<file path="config.mk">
export PLATFORM = sky130hd
export DESIGN_NAME = channel_sweep_frame_rate_monitor
export DESIGN_NICKNAME = d
export VERILOG_FILES = /design/src/hdl/csfrm_pkg.sv /design/src/hdl/channel_sweep_frame_rate_monitor.sv
export SDC_FILE = /design/constraint.sdc
export NUM_CORES = 2
export LEC_CHECK = 0
export ABC_AREA = 1
export BUFFER_PORTS_ARGS = -buffer_cell sky130_fd_sc_hd__buf_2
export CAP_MARGIN = 15
export CORE_MARGIN = 5
export CORE_UTILIZATION = 58
export DETAILED_ROUTE_END_ITERATION = 6
export PLACE_DENSITY_LB_ADDON = 0.15
export SKIP_CTS_REPAIR_TIMING = 1
export SLEW_MARGIN = 20
export SYNTH_ARGS = -nofsm -noshare
export SYNTH_HDL_FRONTEND = slang
export SYNTH_SLANG_ARGS = --single-unit
</file>
<file path="constraint.sdc">
create_clock -name clock -period 10.1 [get_ports clock]
set_input_delay 0.505 -clock clock [delete_from_list [all_inputs] [get_ports clock]]
set_output_delay 0.505 -clock clock [all_outputs]
set_load 0.03 [all_outputs]
</file>
<file path="src/hdl/csfrm_pkg.sv">
// ----------------------------------------------------------------------------
// csfrm_pkg: shared constants for the channel sweep frame rate monitor
// Channel count, field widths, request and register codes, reset values.
// ----------------------------------------------------------------------------
package csfrm_pkg;

   localparam int NUM_CHANNELS = 13;
   localparam int COUNT_BITS   = 16;

   // Channel index width; one bit at least so a single channel still works.
   localparam int CH_W = (NUM_CHANNELS > 1) ? $clog2(NUM_CHANNELS) : 1;

   localparam int CHAN_FIELD_W = 4;
   localparam int TIME_W       = 32;
   localparam int MS_W         = 16;
   localparam int RATE_W       = 20;
   localparam int REQ_W        = 3;

   // Rate scale: frames per millisecond window to Q.4 frames per second.
   localparam int SCALE        = 16000;
   localparam int SCALE_W      = 14;
   localparam int NUM_W        = COUNT_BITS + SCALE_W;
   localparam int STEP_W       = $clog2(NUM_W + 1);

   localparam logic [RATE_W-1:0] RATE_MAX = {RATE_W{1'b1}};

   localparam int ENTRY_W = 3 * RATE_W;

   // Request codes.
   localparam logic [REQ_W-1:0] REQ_TICK  = 3'd0;
   localparam logic [REQ_W-1:0] REQ_FRAME = 3'd1;
   localparam logic [REQ_W-1:0] REQ_START = 3'd2;
   localparam logic [REQ_W-1:0] REQ_STOP  = 3'd3;

   // Register indexes.
   localparam int CSR_IDX_W = 2;
   localparam logic [CSR_IDX_W-1:0] CSR_SETTLE = 2'd0;
   localparam logic [CSR_IDX_W-1:0] CSR_DWELL  = 2'd1;
   localparam logic [CSR_IDX_W-1:0] CSR_HOME   = 2'd2;

   localparam logic [MS_W-1:0]         SETTLE_RESET = 16'd100;
   localparam logic [MS_W-1:0]         DWELL_RESET  = 16'd500;
   localparam logic [CHAN_FIELD_W-1:0] HOME_RESET   = 4'd6;

   // Channel number shown to the outside: index plus one, kept to four bits.
   function automatic logic [CHAN_FIELD_W-1:0] chan_number(input logic [CH_W-1:0] idx);
      logic [CHAN_FIELD_W:0] sum;
      sum = (CHAN_FIELD_W + 1)'(idx) + (CHAN_FIELD_W + 1)'(1);
      return sum[CHAN_FIELD_W-1:0];
   endfunction

endpackage

</file>
<file path="src/hdl/channel_sweep_frame_rate_monitor.sv">
// ----------------------------------------------------------------------------
// channel_sweep_frame_rate_monitor
// Sweeps radio channels, counts frames after each hop has settled and keeps
// the last, peak and last nonzero frame rate of every channel.
// ----------------------------------------------------------------------------
// A transaction that commits a channel rate (a tick past the dwell time while
// the sweep runs) passes through the bit-serial divider, which produces one
// quotient bit per cycle over COUNT_BITS + 14 bits; every other transaction
// skips it. No new request is taken until the last one is through.
// Reset (synchronous, active high) stops the sweep, clears the statistics
// through per-channel valid bits and loads the register defaults.
// ----------------------------------------------------------------------------
module channel_sweep_frame_rate_monitor (
   input  logic                                   clock,
   input  logic                                   reset,

   input  logic                                   req_valid,
   output logic                                   req_ready,
   input  logic [csfrm_pkg::REQ_W-1:0]            req_type,
   input  logic [csfrm_pkg::TIME_W-1:0]           req_now_ms,
   input  logic [csfrm_pkg::CHAN_FIELD_W-1:0]     req_query_channel,

   output logic                                   rsp_valid,
   input  logic                                   rsp_ready,
   output logic [csfrm_pkg::CHAN_FIELD_W-1:0]     rsp_current_channel,
   output logic                                   rsp_sweep_running,
   output logic                                   rsp_settling,
   output logic                                   rsp_tune_valid,
   output logic [csfrm_pkg::CHAN_FIELD_W-1:0]     rsp_tune_channel,
   output logic [csfrm_pkg::RATE_W-1:0]           rsp_query_rate,
   output logic [csfrm_pkg::RATE_W-1:0]           rsp_query_peak,
   output logic [csfrm_pkg::RATE_W-1:0]           rsp_query_last_nonzero,

   input  logic                                   csr_we,
   input  logic [csfrm_pkg::CSR_IDX_W-1:0]        csr_index,
   input  logic [csfrm_pkg::MS_W-1:0]             csr_wdata
);

   localparam int CH_W   = csfrm_pkg::CH_W;
   localparam int NUM_W  = csfrm_pkg::NUM_W;
   localparam int STEP_W = csfrm_pkg::STEP_W;
   localparam int MS_W   = csfrm_pkg::MS_W;
   localparam int TIME_W = csfrm_pkg::TIME_W;
   localparam int RATE_W = csfrm_pkg::RATE_W;
   localparam int CF_W   = csfrm_pkg::CHAN_FIELD_W;
   localparam int NCH    = csfrm_pkg::NUM_CHANNELS;

   // Sequencer states.
   localparam logic [2:0] ST_IDLE   = 3'd0;
   localparam logic [2:0] ST_EXEC   = 3'd1;
   localparam logic [2:0] ST_DIV    = 3'd2;
   localparam logic [2:0] ST_COMMIT = 3'd3;
   localparam logic [2:0] ST_QUERY  = 3'd4;
   localparam logic [2:0] ST_FINISH = 3'd5;

   logic [2:0]                   state_ff, state_in;

   // Configuration registers.
   logic [MS_W-1:0]              settle_ff;
   logic [MS_W-1:0]              dwell_ff;
   logic [CF_W-1:0]              home_ff;

   // The transaction being worked on.
   logic [csfrm_pkg::REQ_W-1:0]  type_ff, type_in;
   logic [TIME_W-1:0]            now_ff, now_in;
   logic [CF_W-1:0]              qch_ff, qch_in;

   // Sweep state.
   logic                         running_ff, running_in;
   logic [CH_W-1:0]              chan_ff, chan_in;
   logic [TIME_W-1:0]            hop_ff, hop_in;
   logic [csfrm_pkg::COUNT_BITS-1:0] count_ff, count_in;
   logic [NCH-1:0]               valid_ff, valid_in;

   logic                         tune_valid_ff, tune_valid_in;
   logic [CF_W-1:0]              tune_chan_ff, tune_chan_in;

   // Bit-serial divider: the quotient shifts in while the numerator shifts out.
   logic [MS_W-1:0]              win_ff, win_in;
   logic [MS_W-1:0]              rem_ff, rem_in;
   logic [NUM_W-1:0]             quo_ff, quo_in;
   logic [STEP_W-1:0]            step_ff, step_in;

   // Statistics memory: rate, peak and last nonzero value of each channel.
   logic [csfrm_pkg::ENTRY_W-1:0] stats_mem_ff [NCH];
   logic [csfrm_pkg::ENTRY_W-1:0] rd_data_ff;
   logic                          rd_valid_ff;
   logic [CH_W-1:0]               rd_addr;
   logic                          rd_enable;
   logic                          mem_we;
   logic [csfrm_pkg::ENTRY_W-1:0] mem_wdata;

   // Response register.
   logic                         rsp_valid_ff;
   logic [CF_W-1:0]              rsp_cur_ff;
   logic                         rsp_run_ff;
   logic                         rsp_settle_ff;
   logic                         rsp_tv_ff;
   logic [CF_W-1:0]              rsp_tc_ff;
   logic [RATE_W-1:0]            rsp_rate_ff;
   logic [RATE_W-1:0]            rsp_peak_ff;
   logic [RATE_W-1:0]            rsp_last_ff;

   logic                         accept;
   logic                         rsp_load;
   logic [TIME_W-1:0]            elapsed;
   logic                         q_in_range;
   logic [CF_W-1:0]              qch_minus1;
   logic [MS_W:0]                trial;
   logic                         trial_ge;
   logic [RATE_W-1:0]            rate;
   logic [RATE_W-1:0]            old_peak;
   logic [RATE_W-1:0]            old_last;
   logic [CH_W-1:0]              chan_next;

   assign req_ready = (state_ff == ST_IDLE);
   assign accept    = req_valid && req_ready;
   assign rsp_load  = (state_ff == ST_FINISH) && (!rsp_valid_ff || rsp_ready);

   // Wrapping time since the last hop, against the current hop stamp.
   assign elapsed = now_ff - hop_ff;

   assign q_in_range = (qch_ff != '0) &&
                       ({1'b0, qch_ff} <= (CF_W + 1)'(NCH));
   assign qch_minus1 = qch_ff - CF_W'(1);

   // The query address is held through the response wait so the read data
   // stays put; otherwise the memory looks at the channel being dwelt on.
   always_comb begin
      if ((state_ff == ST_QUERY) || (state_ff == ST_FINISH)) begin
         rd_addr   = q_in_range ? qch_minus1[CH_W-1:0] : '0;
         rd_enable = q_in_range;
      end else begin
         rd_addr   = chan_ff;
         rd_enable = 1'b1;
      end
   end

   // One restoring division step per cycle.
   assign trial    = {rem_ff, quo_ff[NUM_W-1]};
   assign trial_ge = (trial >= {1'b0, win_ff});

   // Committed rate, saturated to full scale. An empty window gives full scale if any frame counted.
   always_comb begin
      if (win_ff == '0) begin
         rate = (count_ff != '0) ? csfrm_pkg::RATE_MAX : '0;
      end else if (|quo_ff[NUM_W-1:RATE_W]) begin
         rate = csfrm_pkg::RATE_MAX;
      end else begin
         rate = quo_ff[RATE_W-1:0];
      end
   end

   // Entries not written since the last start read as zero.
   assign old_peak = rd_valid_ff ? rd_data_ff[RATE_W +: RATE_W] : '0;
   assign old_last = rd_valid_ff ? rd_data_ff[0 +: RATE_W] : '0;

   assign chan_next = (chan_ff == CH_W'(NCH - 1)) ? '0 : chan_ff + CH_W'(1);

   assign mem_we    = (state_ff == ST_COMMIT);
   assign mem_wdata = {rate,
                       (rate > old_peak) ? rate : old_peak,
                       (rate != '0) ? rate : old_last};

   always_comb begin
      state_in      = state_ff;
      type_in       = type_ff;
      now_in        = now_ff;
      qch_in        = qch_ff;
      running_in    = running_ff;
      chan_in       = chan_ff;
      hop_in        = hop_ff;
      count_in      = count_ff;
      valid_in      = valid_ff;
      tune_valid_in = tune_valid_ff;
      tune_chan_in  = tune_chan_ff;
      win_in        = win_ff;
      rem_in        = rem_ff;
      quo_in        = quo_ff;
      step_in       = step_ff;

      unique case (state_ff)
         ST_IDLE: begin
            if (accept) begin
               type_in       = req_type;
               now_in        = req_now_ms;
               qch_in        = req_query_channel;
               tune_valid_in = 1'b0;
               tune_chan_in  = '0;
               state_in      = ST_EXEC;
            end
         end
         ST_EXEC: begin
            state_in = ST_QUERY;
            case (type_ff)
               csfrm_pkg::REQ_TICK: begin
                  if (running_ff && (elapsed >= TIME_W'(dwell_ff))) begin
                     win_in   = (dwell_ff > settle_ff) ? dwell_ff - settle_ff : '0;
                     rem_in   = '0;
                     quo_in   = NUM_W'(count_ff) *
                                NUM_W'(csfrm_pkg::SCALE);
                     step_in  = STEP_W'(NUM_W);
                     state_in = ST_DIV;
                  end
               end
               csfrm_pkg::REQ_FRAME: begin
                  if (running_ff && (elapsed >= TIME_W'(settle_ff)) && !(&count_ff)) begin
                     count_in = count_ff + 1'b1;
                  end
               end
               csfrm_pkg::REQ_START: begin
                  running_in    = 1'b1;
                  valid_in      = '0;
                  chan_in       = '0;
                  count_in      = '0;
                  hop_in        = now_ff;
                  tune_valid_in = 1'b1;
                  tune_chan_in  = CF_W'(1);
               end
               csfrm_pkg::REQ_STOP: begin
                  running_in    = 1'b0;
                  tune_valid_in = 1'b1;
                  tune_chan_in  = home_ff;
               end
               default: begin
               end
            endcase
         end
         ST_DIV: begin
            rem_in  = trial_ge ? trial[MS_W-1:0] - win_ff : trial[MS_W-1:0];
            quo_in  = {quo_ff[NUM_W-2:0], trial_ge};
            step_in = step_ff - STEP_W'(1);
            if (step_ff == STEP_W'(1)) begin
               state_in = ST_COMMIT;
            end
         end
         ST_COMMIT: begin
            valid_in[chan_ff] = 1'b1;
            chan_in           = chan_next;
            count_in          = '0;
            hop_in            = now_ff;
            tune_valid_in     = 1'b1;
            tune_chan_in      = csfrm_pkg::chan_number(chan_next);
            state_in          = ST_QUERY;
         end
         ST_QUERY: begin
            state_in = ST_FINISH;
         end
         ST_FINISH: begin
            if (rsp_load) begin
               state_in = ST_IDLE;
            end
         end
         default: begin
            state_in = ST_IDLE;
         end
      endcase
   end

   always_ff @(posedge clock) begin
      if (reset) begin
         state_ff      <= ST_IDLE;
         running_ff    <= 1'b0;
         chan_ff       <= '0;
         hop_ff        <= '0;
         count_ff      <= '0;
         valid_ff      <= '0;
         tune_valid_ff <= 1'b0;
         tune_chan_ff  <= '0;
      end else begin
         state_ff      <= state_in;
         running_ff    <= running_in;
         chan_ff       <= chan_in;
         hop_ff        <= hop_in;
         count_ff      <= count_in;
         valid_ff      <= valid_in;
         tune_valid_ff <= tune_valid_in;
         tune_chan_ff  <= tune_chan_in;
      end
   end

   // Datapath registers carry no reset.
   always_ff @(posedge clock) begin
      type_ff <= type_in;
      now_ff  <= now_in;
      qch_ff  <= qch_in;
      win_ff  <= win_in;
      rem_ff  <= rem_in;
      quo_ff  <= quo_in;
      step_ff <= step_in;
   end

   always_ff @(posedge clock) begin
      if (reset) begin
         settle_ff <= csfrm_pkg::SETTLE_RESET;
         dwell_ff  <= csfrm_pkg::DWELL_RESET;
         home_ff   <= csfrm_pkg::HOME_RESET;
      end else if (csr_we) begin
         unique case (csr_index)
            csfrm_pkg::CSR_SETTLE: settle_ff <= csr_wdata;
            csfrm_pkg::CSR_DWELL:  dwell_ff  <= csr_wdata;
            csfrm_pkg::CSR_HOME:   home_ff   <= csr_wdata[CF_W-1:0];
            default: begin
            end
         endcase
      end
   end

   always_ff @(posedge clock) begin
      if (mem_we) begin
         stats_mem_ff[chan_ff] <= mem_wdata;
      end
      rd_data_ff  <= stats_mem_ff[rd_addr];
      rd_valid_ff <= rd_enable && valid_ff[rd_addr];
   end

   always_ff @(posedge clock) begin
      if (reset) begin
         rsp_valid_ff <= 1'b0;
      end else if (rsp_load) begin
         rsp_valid_ff <= 1'b1;
      end else if (rsp_ready) begin
         rsp_valid_ff <= 1'b0;
      end
   end

   // The response reflects the state after the transaction; settling is
   // judged against the hop stamp as it now stands.
   always_ff @(posedge clock) begin
      if (rsp_load) begin
         rsp_cur_ff    <= csfrm_pkg::chan_number(chan_ff);
         rsp_run_ff    <= running_ff;
         rsp_settle_ff <= running_ff && (elapsed < TIME_W'(settle_ff));
         rsp_tv_ff     <= tune_valid_ff;
         rsp_tc_ff     <= tune_chan_ff;
         rsp_rate_ff   <= rd_valid_ff ? rd_data_ff[2*RATE_W +: RATE_W] : '0;
         rsp_peak_ff   <= old_peak;
         rsp_last_ff   <= old_last;
      end
   end

   assign rsp_valid              = rsp_valid_ff;
   assign rsp_current_channel    = rsp_cur_ff;
   assign rsp_sweep_running      = rsp_run_ff;
   assign rsp_settling           = rsp_settle_ff;
   assign rsp_tune_valid         = rsp_tv_ff;
   assign rsp_tune_channel       = rsp_tc_ff;
   assign rsp_query_rate         = rsp_rate_ff;
   assign rsp_query_peak         = rsp_peak_ff;
   assign rsp_query_last_nonzero = rsp_last_ff;

endmodule

</file>
**Yosys cells after proc, flatten, opt, wreduce, memory -nomap -nowiden**

Memory sizes are Yosys's and may differ from the RTL's. A register that Yosys moved wholly into a read port is not among the register bits.
Cells that the tools add are included.

- Register bits: 289
- Bits in writable memories: 780
- Input bits: 62
- Output and inout port bits: 73
- Logic and storage cells: 163
- Memories: 1

Memories:

| memory | depth | width | rd ports | clocked after Yosys merged registers in | write ports | line | text |
|---|---|---|---|---|---|---|---|
| stats_mem_ff | 13 | 60 | 1 | 1 | 1 | channel_sweep_frame_rate_monitor.sv:85 | `logic [csfrm_pkg::ENTRY_W-1:0] stats_mem_ff [NCH];` |

- $add $sub $neg: 9
- Multiply operators: 1
- $lt $le $gt $ge: 10
- Equal/unequal tests: 22
- Multiplexer cells: 51
- Bitwise logic cells: 1
- Reduce and logical (&&, ||, !) cells: 40

Operators by type and width:

| operator | count |
|---|---|
| two-way mux 20 bit | 7 |
| case mux 16 bit (2 select lines) | 3 |
| greater-or-equal comparator 32 x 16 -> 1 bit | 2 |
| two-way mux 16 bit | 4 |
| case mux 32 bit (2 select lines) | 1 |
| two-way mux 30 bit | 2 |
| case mux 30 bit (2 select lines) | 1 |
| less-than comparator 32 x 16 -> 1 bit | 1 |
| two-way mux 32 bit | 1 |
| subtractor 16 bit | 2 |
| subtractor 32 bit | 1 |
| case mux 13 bit (2 select lines) | 1 |
| multiplier 16 x 7 -> 23 bit (second input constant) | 1 |
| > comparator 20 bit | 1 |
| two-way mux 4 bit | 5 |
| nonzero test 20 bit | 1 |
| case mux 3 bit (6 select lines) | 1 |
| AND reduction 3 bit | 6 |
| greater-or-equal comparator 17 x 16 -> 1 bit | 1 |
| adder 16 x 1 -> 16 bit (second input constant) | 1 |
| > comparator 16 bit | 1 |
| zero test 16 bit | 1 |
| case mux 4 bit (2 select lines) | 2 |
| AND reduction 16 bit | 1 |
| 41 further kinds | 86 |

**Longest topological paths before layout**

- Depth in word-level cells: 7
- Mapped depth: 23
- Mapped depth without buffers: 23

**Worst setup path before layout**

OpenSTA, ideal clock, no wires.

- Path kind: flip-flop to flip-flop
- Start point: reg state_ff[0]
- End point: mem stats_mem_ff[1][0] (netlist bit), enable pin
- Arrival: 5.337 ns
- Data required time: 9.545 ns
- Path slack: 4.208 ns
- Stages on the path, launching flop included: 8
- Period minus slack after synthesis: 5.892 ns
- Path through: dfxtp_1 inv_1 nor2_1 inv_1 nor2_1 inv_1 clkbuf_1 nor3_1

- Word-level cells in the longest chain between the ends: 3

Ends and longest elaborated chain:

| element | line | text |
|---|---|---|
| from (decl) | channel_sweep_frame_rate_monitor.sv:56 | `logic [2:0] state_ff, state_in;` |
| from (signal assigned) | channel_sweep_frame_rate_monitor.sv:271 | `state_ff <= state_in;` |
| equality test 3 x 2 -> 1 bit | channel_sweep_frame_rate_monitor.sv:160 | `assign mem_we = (state_ff == ST_COMMIT);` |
| two-way mux 1 bit | channel_sweep_frame_rate_monitor.sv:310 | `if (mem_we) begin` |
| two-way mux 1 bit (not written as such) | channel_sweep_frame_rate_monitor.sv:311 | `stats_mem_ff[chan_ff] <= mem_wdata;` |
| to (decl) | channel_sweep_frame_rate_monitor.sv:85 |  |

Every way passes these cells.

**Worst setup path after layout**

- Start point: reg win_ff[1]
- End point: mem stats_mem_ff[1][25] (netlist bit), data pin

- Word-level cells in the longest chain between the ends: 4

Ends and longest elaborated chain:

| element | line | text |
|---|---|---|
| from (decl) | channel_sweep_frame_rate_monitor.sv:79 | `logic [MS_W-1:0] win_ff, win_in;` |
| from (signal assigned) | channel_sweep_frame_rate_monitor.sv:287 | `win_ff <= win_in;` |
| zero test 16 bit | channel_sweep_frame_rate_monitor.sv:145 | `if (win_ff == '0) begin` |
| two-way mux 20 bit | channel_sweep_frame_rate_monitor.sv:145 |  |
| via mem_wdata, one bit | channel_sweep_frame_rate_monitor.sv:91 | `logic [csfrm_pkg::ENTRY_W-1:0] mem_wdata;` |
| > comparator 20 bit | channel_sweep_frame_rate_monitor.sv:162 | `(rate > old_peak) ? rate : old_peak,` |
| two-way mux 20 bit | channel_sweep_frame_rate_monitor.sv:162 |  |
| via mem_wdata, one bit | channel_sweep_frame_rate_monitor.sv:91 |  |

The timed path passes the listed nets, and every way through them passes these cells.

==> flow_summary.rst <==
.. list-table::
   :header-rows: 1

   * - Metric
     - Value
   * - Outcome
     - finished, final reports clean
   * - Most common cell after layout, fill and taps aside
     - edfxtp_1
   * - Post-CTS clock slew at the launch and capture registers of the worst setup and hold paths
     - around 0.06 ns
   * - Share of cells above drive strength 1
     - 8.72%
   * - Critical path arrival
     - about 5.6 ns
   * - Largest vdd supply drop
     - 0.141 mV
   * - Part of the Yosys area used for sequential elements
     - 63.3%
   * - Clock group share of total power
     - 38.5%
   * - Number of warning messages in the yosys log
     - 0
   * - Clock tree from TritonCTS
     - done
   * - WL per Instance
     - between 20 and 25 um
   * - Final setup margin
     - ~4.8 ns
   * - Worst-case headroom to the max-slew limit
     - about a quarter
   * - Maximum fanout encountered on the critical timing path
     - 36
   * - Share of power burned in registers
     - 49.0%
   * - Hold Path Cell Cnt
     - 1
   * - Placement row count
     - ~110
   * - # clock sinks
     - 1129
   * - Count of maximum capacitance violations
     - 0
   * - Min-Delay Endpoint
     - type_ff[2]
   * - Most used flip-flop cell after synthesis
     - edfxtp_1
   * - Start point of the worst min-delay path
     - req_type[2]
   * - Number of antenna violations at the first check in global routing
     - 3
   * - Number of failing hold endpoints at the final stage
     - 0
   * - Reg2Reg Depth
     - 16
   * - Number of buffers inserted by port buffering
     - approximately 130
   * - Max Buffers Root-to-Sink
     - 3
   * - CTS root buf
     - clkbuf_16
   * - Internal portion of total power
     - 0.00797 W
   * - Antenna Violating Nets Remaining
     - 0
   * - Reg2reg end
     - stats_mem_ff[1][25]
   * - Cell area after synthesis
     - slightly above 50000 um^2
   * - Area enclosed by the die boundary
     - roughly 94000 um^2
   * - Number of nets in the layout
     - between 5k and 6k
   * - Min Tclk post-route
     - 5.25 ns
   * - Endpoint required time on the critical path
     - 10.44 ns
   * - I/O pin cnt
     - around 140
   * - Area of the core
     - 86900 um^2
   * - Max Freq
     - 190 MHz
   * - Largest net degree at the start of global routing
     - about 180
   * - Flop-to-flop setup slack
     - 4.85 ns
   * - Routability Congestion
     - 0.914
   * - Worst-Skew Late Latency
     - 0.71 ns
   * - Number of enable flip-flop cells after synthesis
     - 957
   * - Final setup violation count
     - 0
   * - Crit path capture type
     - register
   * - Count of unique library cells instantiated by Yosys
     - 58
   * - Total power after layout
     - ~0.011 W
   * - Core utilization of the finished layout
     - 65.2%
   * - Sw power
     - ~0.0028 W
   * - Sum of negative setup slack
     - 0 ns
   * - Detailed Routing Iterations Pass 1
     - 6
   * - Global-route wire length before repair
     - around 200000 um
   * - Static power due to leakage
     - about 22 nW
   * - Worst Tran Pin Value
     - approximately 1.1 ns
   * - Count of pins over their slew limit
     - 0
   * - Die height
     - 306 um
   * - Classification of the worst-slack hold path
     - in2reg
   * - PD cells
     - ~190 nW/um^2
   * - Syn nets
     - 4918
   * - Share of total power in combinational logic
     - 12.5%
   * - Most used cells in the layout excluding fill and tap cells
     - 957 x edfxtp_1, 588 x nor2_1, 568 x o21ai_0
   * - Sw Ratio
     - 25.7%
   * - Setup Skew
     - roughly 0.053 ns
   * - Launching element type of the critical path
     - register
   * - Worst slack at placement
     - approximately 4.7 ns
   * - DRC violation total after the first TritonRoute iteration
     - 3386
   * - Beginning of the worst register-to-register path
     - win_ff[1]
   * - Total global routing overflow
     - 0
   * - Area Overhead vs Synth
     - 11.5%
   * - Final Routed Wirelength
     - 134000 um
   * - Effective utilization at floorplan
     - 58.5%
   * - CTS HTree Levels
     - 3
   * - Average vias per placed instance
     - 5.96
   * - Number of storage elements in the synthesis netlist
     - 1129
   * - Via count of the routed design
     - 35.6k
   * - RSZ-0062 raised after global routing
     - no
   * - Critical Setup Path Class
     - reg2reg
   * - Final cycle utilization of the critical path
     - 52.0%
   * - Post-detail-place hpwl
     - 78000 um
   * - # diodes
     - 0
   * - Post-Syn Instances
     - 4615
   * - Number of clock buffers inserted by TritonCTS
     - 110
   * - Vias in the first global route
     - roughly 35k
   * - Average cell area after synthesis
     - 11.0 um^2
   * - GRT Total Usage
     - 28.1%
   * - Die X
     - 306 um
   * - Async set or reset register ratio after synthesis
     - 0%
   * - Final routed DRC violation total
     - 0
## sequential cells by signal, indices dropped and copies added (netlist names), 5 cells and up
register                count
count_ff                   16
dwell_ff                   16
hop_ff                     32
now_ff                     32
quo_ff                     30
rd_data_ff                 60
rem_ff                     16
rsp_query_last_nonzero     20
rsp_query_peak             20
rsp_query_rate             20
settle_ff                  16
stats_mem_ff              780
step_ff                     5
valid_ff                   13
win_ff                     16
## worst max-delay path: stages (launching register included)
cell and delay, ns:
edfxtp_1 0.42, inv_1 0.10, nand4_1 0.09, nor4_1 0.37
nand2_1 0.49, o21ai_0 0.26, nand2_1 0.51, ha_1 0.51
a21oi_1 0.13, nor2_1 0.05, a211oi_1 0.19, o221a_2 0.21
o311ai_0 0.11, nand2_1 0.16, clkinv_1 0.08, buf_4 0.29
o21ai_0 0.91
## logic make-up (layout without fill, tap and decap cells)
kind of cell | count (synthesis) | in the layout | synth area share [%]
and+or+nand+nor | 1391 | 1391 | 11.2
AOI/OAI and AO/OA | 1116 | 1116 | 12.6
buffers and inverters | 676 | 888 | 5.12
xor gates and xnor gates | 62 | 62 | 1.07
DFF | 1129 | 1129 | 63.3
adders and majority gates | 241 | 241 | 6.77
## cell usage after synthesis, types with 22 or more instances
| cell type | n | area, um^2 |
|---|---|---|
| ha_1 | 184 | 2300 |
| a21oi_1 | 191 | 956 |
| o21ai_0 | 582 | 2910 |
| o221ai_1 | 119 | 1040 |
| nand2_1 | 558 | 2090 |
| o21ai_1 | 48 | 240 |
| o211ai_1 | 36 | 270 |
| fa_1 | 57 | 1140 |
| inv_1 | 451 | 1690 |
| dfxtp_1 | 172 | 3440 |
| nand4_1 | 31 | 194 |
| nor3_1 | 29 | 145 |
| nand3_1 | 116 | 581 |
| clkbuf_1 | 180 | 676 |
| xor2_1 | 43 | 377 |
| nor2_1 | 598 | 2240 |
| edfxtp_1 | 957 | 28700 |
| o21bai_1 | 22 | 165 |
| o22ai_1 | 65 | 407 |
## power groups by stage
| stage | clock network, W | logic (W) | registers, W |
|---|---|---|---|
| 6_report | 0.00413 | 0.00134 | 0.00525 |
| 5_1_grt | 0.00439 | 0.00150 | 0.00526 |
| 4_1_cts | 0.00418 | 0.00132 | 0.00525 |
| 3_5_place_dp | 0 | 0.00131 | 0.00535 |
| 3_3_place_gp | 0 | 0.00129 | 0.00535 |
| 2_1_floorplan | 0 | 0.000896 | 0.00532 |
## metal layers
| layer | vias up | global-route usage [%] | wire length, um |
|---|---|---|---|
| li1 | 16500 | - | - |
| met1 | 17200 | 37.7 | 52800 |
| met2 | 1633 | 47.3 | 64800 |
| met3 | 325 | 4.29 | 10800 |
| met4 | 4 | 10.2 | 5540 |
| met5 | - | 0 | 27 |
## area by class of cell
cell class	instances	area, um^2
Sequential cell	1129	32200
Fill cell	6607	30200
Multi-Input combinational cell	2810	16200
Clock buffer	157	3070
Inverter	458	1730
Tap cell	1155	1450
Timing Repair Buffer	221	1440
Clock inverter	52	599
## how the worst max path moves through the flow
| stage | start | endpoint | slack, ns | cells after the start |
|---|---|---|---|---|
| final | win_ff[1] | stats_mem_ff[1][25] | 4.85 | 16 |
| after global routing | win_ff[1] | stats_mem_ff[1][25] | 4.34 | 16 |
| after global placement | win_ff[1] | stats_mem_ff[0][31] | 4.97 | 16 |
| after floorplan | state_ff[0] | stats_mem_ff[1][0] | 4.21 | 7 |
| after detailed placement | win_ff[1] | stats_mem_ff[6][22] | 4.72 | 16 |
| after CTS | win_ff[1] | stats_mem_ff[7][22] | 4.67 | 16 |
## metrics by stage
stage	hold WS (ns)	cells	instance area (um^2)
floorplan	0.409	4615	50900
finish	0.0236	5982	56700
detailed placement	0.423	5742	52700
CTS	-0.0582	5951	56400
global placement	0.420	5742	52700
global route	0.00113	5982	56700
No activity file was read; power rests on OpenSTA's default activity.
